<file path="config.mk">
export PLATFORM = sky130hd
export DESIGN_NAME = adcasc_div
export DESIGN_NICKNAME = d
export VERILOG_FILES = /design/src/rtl/core/adcasc_pkg.sv /design/src/rtl/core/adcasc_div.sv
export VERILOG_INCLUDE_DIRS = /design/src /design/src/rtl/core
export SDC_FILE = /design/constraint.sdc
export NUM_CORES = 1
export LEC_CHECK = 0
export BUFFER_PORTS_ARGS = -buffer_cell sky130_fd_sc_hd__buf_4
export CAP_MARGIN = 15
export CORE_ASPECT_RATIO = 1.2
export CORE_UTILIZATION = 55
export CTS_CLUSTER_SIZE = 25
export DETAILED_ROUTE_END_ITERATION = 7
export PLACE_DENSITY = 0.91
export SLEW_MARGIN = 0
export SYNTH_ARGS = -nofsm -noshare
export SYNTH_HDL_FRONTEND = slang
export SYNTH_SLANG_ARGS = --single-unit
</file>
<file path="constraint.sdc">
create_clock -name clock -period 5.5 [get_ports clock]
set_input_delay 0.55 -clock clock [delete_from_list [all_inputs] [get_ports clock]]
set_output_delay 0.55 -clock clock [all_outputs]
set_load 0.05 [all_outputs]
</file>
<file path="src/rtl/core/assert_macros.svh">
// ----------------------------------------------------------------------------
// Assertion macros
// Shared concurrent assertion forms for the ADC-to-ASCII core.
// ----------------------------------------------------------------------------
`ifndef ASSERT_MACROS_SVH
`define ASSERT_MACROS_SVH

// Same-cycle implication, disabled while reset is high
`define ASSERT_IMPLY(label, clk, rst, ante, cons) \
   label: assert property (@(posedge clk) disable iff (rst) (ante) |-> (cons)) \
      else $error("%m: same-cycle check failed");

// Next-cycle implication, disabled while reset is high
`define ASSERT_NEXT(label, clk, rst, ante, cons) \
   label: assert property (@(posedge clk) disable iff (rst) (ante) |=> (cons)) \
      else $error("%m: next-cycle check failed");

`endif

</file>
<file path="src/rtl/core/adcasc_pkg.sv">
// ----------------------------------------------------------------------------
// adcasc_pkg
// Widths, constants, microcode table and shared types of the ADC-to-ASCII core.
// ----------------------------------------------------------------------------
package adcasc_pkg;

   // Field and register widths
   localparam int SAMPLE_W = 12;
   localparam int REF_W    = 16;
   localparam int FS_W     = 16;
   localparam int GAIN_W   = 16;
   localparam int OFS_W    = 24;
   localparam int CSR_W    = 24;
   localparam int CSR_IDX_W = 2;
   localparam int CHAR_W   = 6;
   localparam int VALUE_W  = 16;
   localparam int DIGIT_W  = 4;

   // Divider: dividend is the reading times the reference
   localparam int DIV_W     = REF_W + SAMPLE_W;
   localparam int DIVISOR_W = FS_W;
   localparam int DIV_STEPS = DIV_W;
   localparam int DIV_CNT_W = $clog2(DIV_STEPS + 1);
   localparam int PROD_W    = GAIN_W + DIV_W;
   localparam int DIFF_W    = PROD_W + 1;

   // Register reset values
   localparam logic [REF_W-1:0]  REF_RESET  = REF_W'(3300);
   localparam logic [FS_W-1:0]   FS_RESET   = FS_W'(4095);
   localparam logic [GAIN_W-1:0] GAIN_RESET = GAIN_W'(1000);
   localparam logic [OFS_W-1:0]  OFS_RESET  = OFS_W'(0);

   // Register indexes
   localparam logic [CSR_IDX_W-1:0] CSR_REF  = CSR_IDX_W'(0);
   localparam logic [CSR_IDX_W-1:0] CSR_FS   = CSR_IDX_W'(1);
   localparam logic [CSR_IDX_W-1:0] CSR_GAIN = CSR_IDX_W'(2);
   localparam logic [CSR_IDX_W-1:0] CSR_OFS  = CSR_IDX_W'(3);

   // Arithmetic constants
   localparam int MICRO_PER_MILLI = 1000;
   localparam int RADIX           = 10;
   localparam logic [VALUE_W-1:0] VALUE_MAX = '1;
   localparam logic [PROD_W-1:0]  SAT_LIMIT =
      PROD_W'((2 ** VALUE_W) * MICRO_PER_MILLI);
   // Exact divide by ten for every 16-bit value: (v * 52429) >> 19
   localparam logic [VALUE_W-1:0] RECIP_TEN   = VALUE_W'(52429);
   localparam int                 RECIP_SHIFT = 19;
   // Exact divide by one thousand below the saturation limit (< 2**26):
   // (v * 68719477) >> 36
   localparam int MILLI_IN_W    = 26;
   localparam int MILLI_RECIP_W = 27;
   localparam int MILLI_SHIFT   = 36;
   localparam int SCALE_W       = MILLI_IN_W + MILLI_RECIP_W;
   localparam logic [MILLI_RECIP_W-1:0] MILLI_RECIP = MILLI_RECIP_W'(68719477);
   localparam logic [CHAR_W-1:0]  ASCII_ZERO  = CHAR_W'(48);
   localparam logic [CHAR_W-1:0]  ASCII_NINE  = CHAR_W'(57);

   // Digit count
   localparam int MAX_DIGITS = 5;
   localparam int MIN_DIGITS = 4;
   localparam int MIN_DIGITS_EFF =
      (MIN_DIGITS > MAX_DIGITS) ? MAX_DIGITS : ((MIN_DIGITS < 1) ? 1 : MIN_DIGITS);
   localparam int DIG_IDX_W = $clog2(MAX_DIGITS);

   // Microcode field codes
   localparam int STEP_W = 4;
   localparam int OP_W   = 4;
   localparam int HOLD_W = 3;
   localparam int JMP_W  = 2;

   localparam logic [OP_W-1:0] OP_NOP        = OP_W'(0);
   localparam logic [OP_W-1:0] OP_ACCEPT     = OP_W'(1);
   localparam logic [OP_W-1:0] OP_DIV1_LOAD  = OP_W'(2);
   localparam logic [OP_W-1:0] OP_DIV_STEP   = OP_W'(3);
   localparam logic [OP_W-1:0] OP_GAIN_MUL   = OP_W'(4);
   localparam logic [OP_W-1:0] OP_OFFSET_SUB = OP_W'(5);
   localparam logic [OP_W-1:0] OP_CLAMP      = OP_W'(6);
   localparam logic [OP_W-1:0] OP_QUOT_TAKE  = OP_W'(7);
   localparam logic [OP_W-1:0] OP_DIGIT      = OP_W'(8);
   localparam logic [OP_W-1:0] OP_COUNT      = OP_W'(9);
   localparam logic [OP_W-1:0] OP_EMIT       = OP_W'(10);
   localparam logic [OP_W-1:0] OP_SCALE_MUL  = OP_W'(11);

   localparam logic [HOLD_W-1:0] HOLD_NONE   = HOLD_W'(0);
   localparam logic [HOLD_W-1:0] HOLD_NO_REQ = HOLD_W'(1);
   localparam logic [HOLD_W-1:0] HOLD_DIV    = HOLD_W'(2);
   localparam logic [HOLD_W-1:0] HOLD_DIGIT  = HOLD_W'(3);
   localparam logic [HOLD_W-1:0] HOLD_EMIT   = HOLD_W'(4);

   localparam logic [JMP_W-1:0] JMP_NONE   = JMP_W'(0);
   localparam logic [JMP_W-1:0] JMP_ALWAYS = JMP_W'(1);
   localparam logic [JMP_W-1:0] JMP_BYPASS = JMP_W'(2);

   // Program addresses
   localparam logic [STEP_W-1:0] STEP_IDLE  = STEP_W'(0);
   localparam logic [STEP_W-1:0] STEP_LOAD  = STEP_W'(1);
   localparam logic [STEP_W-1:0] STEP_DIV_A = STEP_W'(2);
   localparam logic [STEP_W-1:0] STEP_GAIN  = STEP_W'(3);
   localparam logic [STEP_W-1:0] STEP_SUB   = STEP_W'(4);
   localparam logic [STEP_W-1:0] STEP_CLAMP = STEP_W'(5);
   localparam logic [STEP_W-1:0] STEP_SCALE = STEP_W'(6);
   localparam logic [STEP_W-1:0] STEP_TAKE  = STEP_W'(7);
   localparam logic [STEP_W-1:0] STEP_DIGIT = STEP_W'(8);
   localparam logic [STEP_W-1:0] STEP_COUNT = STEP_W'(9);
   localparam logic [STEP_W-1:0] STEP_EMIT  = STEP_W'(10);

   typedef struct packed {
      logic [OP_W-1:0]   op;
      logic [HOLD_W-1:0] hold;
      logic [JMP_W-1:0]  jump;
      logic [STEP_W-1:0] target;
   } ucode_type;

   // Divider commands from the sequencer
   typedef struct packed {
      logic load;
      logic step;
   } div_cmd_type;

   // Control store: one word per program step
   function automatic ucode_type ucode_rom(input logic [STEP_W-1:0] addr);
      ucode_type w;
      w = '{op: OP_NOP, hold: HOLD_NONE, jump: JMP_ALWAYS, target: STEP_IDLE};
      unique case (addr)
         STEP_IDLE:  w = '{op: OP_ACCEPT,     hold: HOLD_NO_REQ, jump: JMP_NONE,
                           target: STEP_IDLE};
         STEP_LOAD:  w = '{op: OP_DIV1_LOAD,  hold: HOLD_NONE,   jump: JMP_NONE,
                           target: STEP_IDLE};
         STEP_DIV_A: w = '{op: OP_DIV_STEP,   hold: HOLD_DIV,    jump: JMP_NONE,
                           target: STEP_IDLE};
         STEP_GAIN:  w = '{op: OP_GAIN_MUL,   hold: HOLD_NONE,   jump: JMP_NONE,
                           target: STEP_IDLE};
         STEP_SUB:   w = '{op: OP_OFFSET_SUB, hold: HOLD_NONE,   jump: JMP_NONE,
                           target: STEP_IDLE};
         STEP_CLAMP: w = '{op: OP_CLAMP,      hold: HOLD_NONE,   jump: JMP_BYPASS,
                           target: STEP_DIGIT};
         STEP_SCALE: w = '{op: OP_SCALE_MUL,  hold: HOLD_NONE,   jump: JMP_NONE,
                           target: STEP_IDLE};
         STEP_TAKE:  w = '{op: OP_QUOT_TAKE,  hold: HOLD_NONE,   jump: JMP_NONE,
                           target: STEP_IDLE};
         STEP_DIGIT: w = '{op: OP_DIGIT,      hold: HOLD_DIGIT,  jump: JMP_NONE,
                           target: STEP_IDLE};
         STEP_COUNT: w = '{op: OP_COUNT,      hold: HOLD_NONE,   jump: JMP_NONE,
                           target: STEP_IDLE};
         STEP_EMIT:  w = '{op: OP_EMIT,       hold: HOLD_EMIT,   jump: JMP_ALWAYS,
                           target: STEP_IDLE};
         default:    w = '{op: OP_NOP,        hold: HOLD_NONE,   jump: JMP_ALWAYS,
                           target: STEP_IDLE};
      endcase
      return w;
   endfunction

endpackage

</file>
<file path="src/rtl/core/adcasc_div.sv">
// ----------------------------------------------------------------------------
// adcasc_div
// Radix-2 restoring divider, one quotient bit per step command.
// ----------------------------------------------------------------------------
`include "assert_macros.svh"

module adcasc_div (
   input  logic                                clock,
   input  logic                                reset,
   input  adcasc_pkg::div_cmd_type             cmd,
   input  logic [adcasc_pkg::DIV_W-1:0]        dividend,
   input  logic [adcasc_pkg::DIVISOR_W-1:0]    divisor,
   output logic [adcasc_pkg::DIV_W-1:0]        quotient,
   output logic                                last
);

   logic [adcasc_pkg::DIV_CNT_W-1:0]  cnt_ff, cnt_in;
   logic [adcasc_pkg::DIVISOR_W-1:0]  rem_ff, rem_in;
   logic [adcasc_pkg::DIV_W-1:0]      quo_ff, quo_in;
   logic [adcasc_pkg::DIVISOR_W-1:0]  dvs_ff, dvs_in;
   logic [adcasc_pkg::DIVISOR_W:0]    partial;
   logic [adcasc_pkg::DIVISOR_W+1:0]  trial;

   // Shift in the next dividend bit and try the subtraction
   assign partial = {rem_ff, quo_ff[adcasc_pkg::DIV_W-1]};
   assign trial   = {1'b0, partial} - {2'b00, dvs_ff};

   always_comb begin
      cnt_in = cnt_ff;
      rem_in = rem_ff;
      quo_in = quo_ff;
      dvs_in = dvs_ff;
      if (cmd.load) begin
         cnt_in = adcasc_pkg::DIV_CNT_W'(adcasc_pkg::DIV_STEPS);
         rem_in = '0;
         quo_in = dividend;
         dvs_in = divisor;
      end else if (cmd.step) begin
         cnt_in = cnt_ff - 1'b1;
         if (!trial[adcasc_pkg::DIVISOR_W+1]) begin
            rem_in = trial[adcasc_pkg::DIVISOR_W-1:0];
            quo_in = {quo_ff[adcasc_pkg::DIV_W-2:0], 1'b1};
         end else begin
            rem_in = partial[adcasc_pkg::DIVISOR_W-1:0];
            quo_in = {quo_ff[adcasc_pkg::DIV_W-2:0], 1'b0};
         end
      end
   end

   // Hold the step count under reset
   always_ff @(posedge clock) begin
      if (reset) begin
         cnt_ff <= '0;
      end else begin
         cnt_ff <= cnt_in;
      end
   end

   // Advance the working registers
   always_ff @(posedge clock) begin
      rem_ff <= rem_in;
      quo_ff <= quo_in;
      dvs_ff <= dvs_in;
   end

   assign quotient = quo_ff;
   assign last     = (cnt_ff == adcasc_pkg::DIV_CNT_W'(1));

   `ASSERT_IMPLY(a_step_needs_count, clock, reset, cmd.step, cnt_ff != '0)
   `ASSERT_NEXT(a_load_sets_count, clock, reset, cmd.load,
      cnt_ff == adcasc_pkg::DIV_CNT_W'(adcasc_pkg::DIV_STEPS))
   `ASSERT_NEXT(a_rem_below_divisor, clock, reset,
      cmd.step && last && (dvs_ff != '0), rem_ff < dvs_ff)

endmodule

</file>
=== After elaboration in Yosys (flattened, before gate mapping) ===
Index checks and enable logic that the tools add are counted.

* Register bits: 65
* Bits of input ports: 48
* Logic and storage cells: 16

* Add/sub/neg operators: 2
* Eq/ne operators: 1
* Mux-type cells: 6
* Reduce and logical (&&, ||, !) cells: 2

{| class="wikitable"
|+ Operators with widths
! kind !! number
|-
| $mux W28 || 2
|-
| $sub A17 B16 Y18 || 1
|-
| $mux W16 || 1
|-
| $mux W5 || 2
|-
| $eq A5 B1 Y1 const B || 1
|-
| $sub A5 B1 Y5 const B || 1
|-
| $reduce_bool A2 Y1 || 1
|-
| $reduce_or A2 Y1 || 1
|-
| $mux W1 || 1
|}

=== Longest topological paths before layout ===
* Word-level depth: 4
* Mapped depth: 11
* Mapped depth without buffers: 10

=== Least setup slack after synthesis ===
Ideal clock, no wire load.

* Kind: reg2reg
* Start point: register quo_ff, in the netlist quotient[27]
* End point: register rem_ff[14] in the netlist's numbering
* Arrival: 2572 ps
* Setup slack: 2789 ps
* Stages on the path, launching flop included: 11
* Clock period less this slack: 2711 ps
* Cells stage by stage: edfxtp_1 > inv_1 > ha_1 > inv_1 > fa_1 > a211oi_1 > o21ai_0 > a211o_1 > a31oi_1 > xor2_1 > o31ai_1

* Cells in the longest elaborated chain, start to end: 2

{| class="wikitable"
|+ Ends and longest elaborated chain
! element !! RTL line !! text
|-
| start, declared || adcasc_div.sv:19 || <nowiki>logic [adcasc_pkg::DIV_W-1:0] quo_ff, quo_in;</nowiki>
|-
| start signal, assigned || adcasc_div.sv:62 || <nowiki>quo_ff <= quo_in;</nowiki>
|-
| $sub A17 B16 Y18 || adcasc_div.sv:26 || <nowiki>assign trial = {1'b0, partial} - {2'b00, dvs_ff};</nowiki>
|-
| $mux W16 || adcasc_div.sv:40 || <nowiki>if (!trial[adcasc_pkg::DIVISOR_W+1]) begin</nowiki>
|-
| end signal, assigned || adcasc_div.sv:61 || <nowiki>rem_ff <= rem_in;</nowiki>
|-
| end, declared || adcasc_div.sv:18 || <nowiki>logic [adcasc_pkg::DIVISOR_W-1:0] rem_ff, rem_in;</nowiki>
|}

No other way between the ends.
A chain may end at the register's enable or synchronous reset.

=== Worst setup path after layout ===
* Start point: register dvs_ff[8] in the netlist's numbering
* End point: register quo_ff, in the netlist quotient[0], data pin

* Cells in the longest elaborated chain, start to end: 4

{| class="wikitable"
|+ Ends and longest elaborated chain
! element !! RTL line !! text
|-
| start, declared || adcasc_div.sv:20 || <nowiki>logic [adcasc_pkg::DIVISOR_W-1:0] dvs_ff, dvs_in;</nowiki>
|-
| start signal, assigned || adcasc_div.sv:63 || <nowiki>dvs_ff <= dvs_in;</nowiki>
|-
| $sub A17 B16 Y18 || adcasc_div.sv:26 ||
|-
| $mux W1 || adcasc_div.sv:40 ||
|-
| $mux W28 || adcasc_div.sv:38 || <nowiki>end else if (cmd.step) begin</nowiki>
|-
| $mux W28 || adcasc_div.sv:33 || <nowiki>if (cmd.load) begin</nowiki>
|-
| via quo_in, one bit || adcasc_div.sv:19 ||
|}

The timed path passes the listed nets, and every way through them passes these cells. The select of a mux whose other input is x is not followed.

==> impl_metrics.json <==
{
  "ys_types": 55,
  "cp-end-kind": "flip-flop",
  "core_area_um2": 6130,
  "critPathMaxStageDelay_ns": 0.72,
  "antenna_found_initial": 0,
  "synth_cells": 312,
  "grt_pass1_vias": 2839,
  "cp_cell_sequence": "inv_1, ha_1, a21oi_1, nor2_1, o31a_1, or3_1, mux2_2",
  "placed_cells": 457,
  "diodes": 0,
  "fin_crit_sh_pct": 50.1,
  "root_buffer": "clkbuf_8",
  "numClockSinks": 65,
  "dp_hpwl_um": 5760,
  "insertion_delay_ns": 0.35,
  "post_cts_buffers": 0,
  "final_max_slew_viol_count": 0,
  "start_util_pct": 57.6,
  "worst_pin_slew_ns": 1.05,
  "syn_area_per_cell_um2": 11.3,
  "peakVddDrop_v": 0.000194,
  "holdCritStartpoint": "divisor[8]",
  "routabilityCongestion": 0.941,
  "drc_errors": 0,
  "numCtsBuffers": 9,
  "status": "completed",
  "placementRows": 31,
  "rr_startpoint": "dvs_ff[8]",
  "hold_buffers": 0,
  "die_w_um": 75.1,
  "required_ns": 5.60,
  "final_net_count": 453,
  "die_y_um": 89.7,
  "synth_edf_count": 44,
  "cp_num_cells": 7,
  "fmax_mhz": 363,
  "htree_levels": 3,
  "ff2ff_setup_slack_ns": 2.74,
  "hold_class": "input pin to flip-flop",
  "post-place-ws_ns": 2.78,
  "critical_path_arrival_ns": 2.85,
  "setup.worst_path.class": "flip-flop to flip-flop",
  "cp-start-kind": "flip-flop",
  "fin_setup_tns_ns": 0,
  "slew_headroom_pct": 29.8,
  "clockBufferDepth": 2,
  "syn-cell-area_um2": 3530,
  "grt_usage_pct": 26.3,
  "max_cap_viol_count": 0,
  "yosysWarnings": 0,
  "rr_endpoint": "quotient[0]",
  "period_minus_slack_ns": 2.76,
  "critPathBufInv": 1,
  "rsz0062_at_grt": "no",
  "setup_viol": 0,
  "stdcell_count": 473,
  "p_total_uw": 1350,
  "r2r_cells": 7,
  "drive_above_1_share_pct": 32.2,
  "wirelength_um": 8270,
  "dr.pass1.iters": 5,
  "portBuffers": 76,
  "internal-power_uw": 917,
  "drtIter0Drc": 213,
  "via_per_inst": 5.92,
  "crit_fanout": 16,
  "cp_slowest_cell": "or3_1",
  "min_delay_path_depth": 1,
  "synth-seq-cells": 65,
  "critPathTopFamily": "simple AND/OR/NAND/NOR gates",
  "overflow": 0,
  "async_flop_share_pct": 0,
  "hold_violations": 0,
  "synth_nets": 379,
  "fin_skew_ns": 0.0101,
  "setup_ws_ns": 2.74,
  "antenna_left": 0,
  "grt_max_degree": 66,
  "pwr-share-comb_pct": 26.4,
  "ios": 77,
  "power_leakage_uw": 0.00178,
  "grt_pass1_wl_um": 13200,
  "ys_seq_area_share_pct": 49.4,
  "ys.flop_type": "edfxtp_1",
  "path_clk_slew_ns": 0.08,
  "dieArea_um2": 6740,
  "switching_share_pct": 32.3,
  "p_per_area_nw_per_um2": 314,
  "p_switching_uw": 438,
  "wl_per_cell_um": 17.5,
  "cts_tree": "built",
  "dr_total_vias": 2799,
  "min_to": "dvs_ff[8]",
  "clock_power_share_pct": 29.2,
  "p_seq_share_pct": 44.4,
  "cts_resized": 0,
  "areaGrowthSynthToFinish_pct": 22.3
}
==> worst max-delay path by stage <==
stage | startpoint | end | slack, ns
2_1_floorplan | quotient[27] | rem_ff[14] | 2.79
3_3_place_gp | dvs_ff[6] | quotient[0] | 2.83
3_5_place_dp | dvs_ff[6] | quotient[0] | 2.78
4_1_cts | dvs_ff[6] | quotient[0] | 2.78
5_1_grt | quotient[27] | rem_ff[10] | 2.56
6_report | dvs_ff[8] | quotient[0] | 2.74
==> kinds of logic after synthesis <==
logic type | synth area share [%]
flops | 49.4
buf+inv | 4.43
simple gates | 11.4
fa+ha+maj | 6.95
compound gates | 12.6
mux | 11.5
xor+xnor | 3.72
==> flip-flops by register name, indices dropped and copies added, names as in the netlist <==
name,flops
cnt_ff,5
dvs_ff,16
quotient,28
rem_ff,16
==> power by group through the flow <==
stage	registers, uW	clock network [uW]	logic (uW)
3_3_place_gp	608	0	344
4_1_cts	601	398	356
5_1_grt	606	420	383
6_report	601	396	357
2_1_floorplan	682	0	179
3_5_place_dp	610	0	353
==> synthesized netlist by cell type, drive strengths merged (4+ instances only) <==
library cell	number	share of area, %
a211oi	12	2.7
a21oi	12	2.0
buf	5	1.3
clkbuf	8	0.89
dfxtp	21	12
edfxtp	44	37
ha	18	6.4
inv	21	2.2
mux2	28	8.9
mux2i	9	2.6
nand2	13	1.4
nand2b	4	0.71
nand4	4	0.71
nor2	29	3.1
nor3	7	1.1
nor4	5	1.1
o211ai	4	0.85
o21ai	11	1.6
or3	4	0.74
xnor2	7	1.7
xor2	8	2.0
==> per-stage QoR <==
stage	util [%]	area, um2	hold slack (ns)
after global placement	67.3	4120	0.476
after detailed placement	67.3	4120	0.494
after floorplan	-	3530	0.445
after global routing	70.4	4320	0.364
final	70.4	4320	0.377
after CTS	70.4	4320	0.369
==> per-layer routing <==
metal	vias to the layer above	track usage (%)	routed length, um
met5	-	0	0
met4	0	10.7	202
met3	21	7.29	632
met2	140	43.5	4210
met1	1328	31.5	3230
li1	1310	-	-
==> cell type report <==
cell class                 instances  area [um2]
sequential                        65        1740
inverter                          21        78.8
clock inverter                     4        26.3
tap                               82         103
clock buffer                      12         166
timing repair buffer              76         571
multi-input combinational        213        1630
fill                             445        1810
==> placed cells by master (no fill, tap or decap), drive strengths merged, types with 3 or more instances in the layout <==
master and instances:
buf 76, edfxtp 44, nor2 29, mux2 28, inv 21, dfxtp 21
ha 18, nand2 13, a21oi 12, a211oi 12, clkbuf 12, o21ai 11
mux2i 9, xor2 8, xnor2 7, nor3 7, nor4 5, nand4 4
nand2b 4, o211ai 4, or3 4, a21o 3, nand3 3, a31oi 3
o31ai 3, clkinv 3
(Power assumes the default switching activity.)
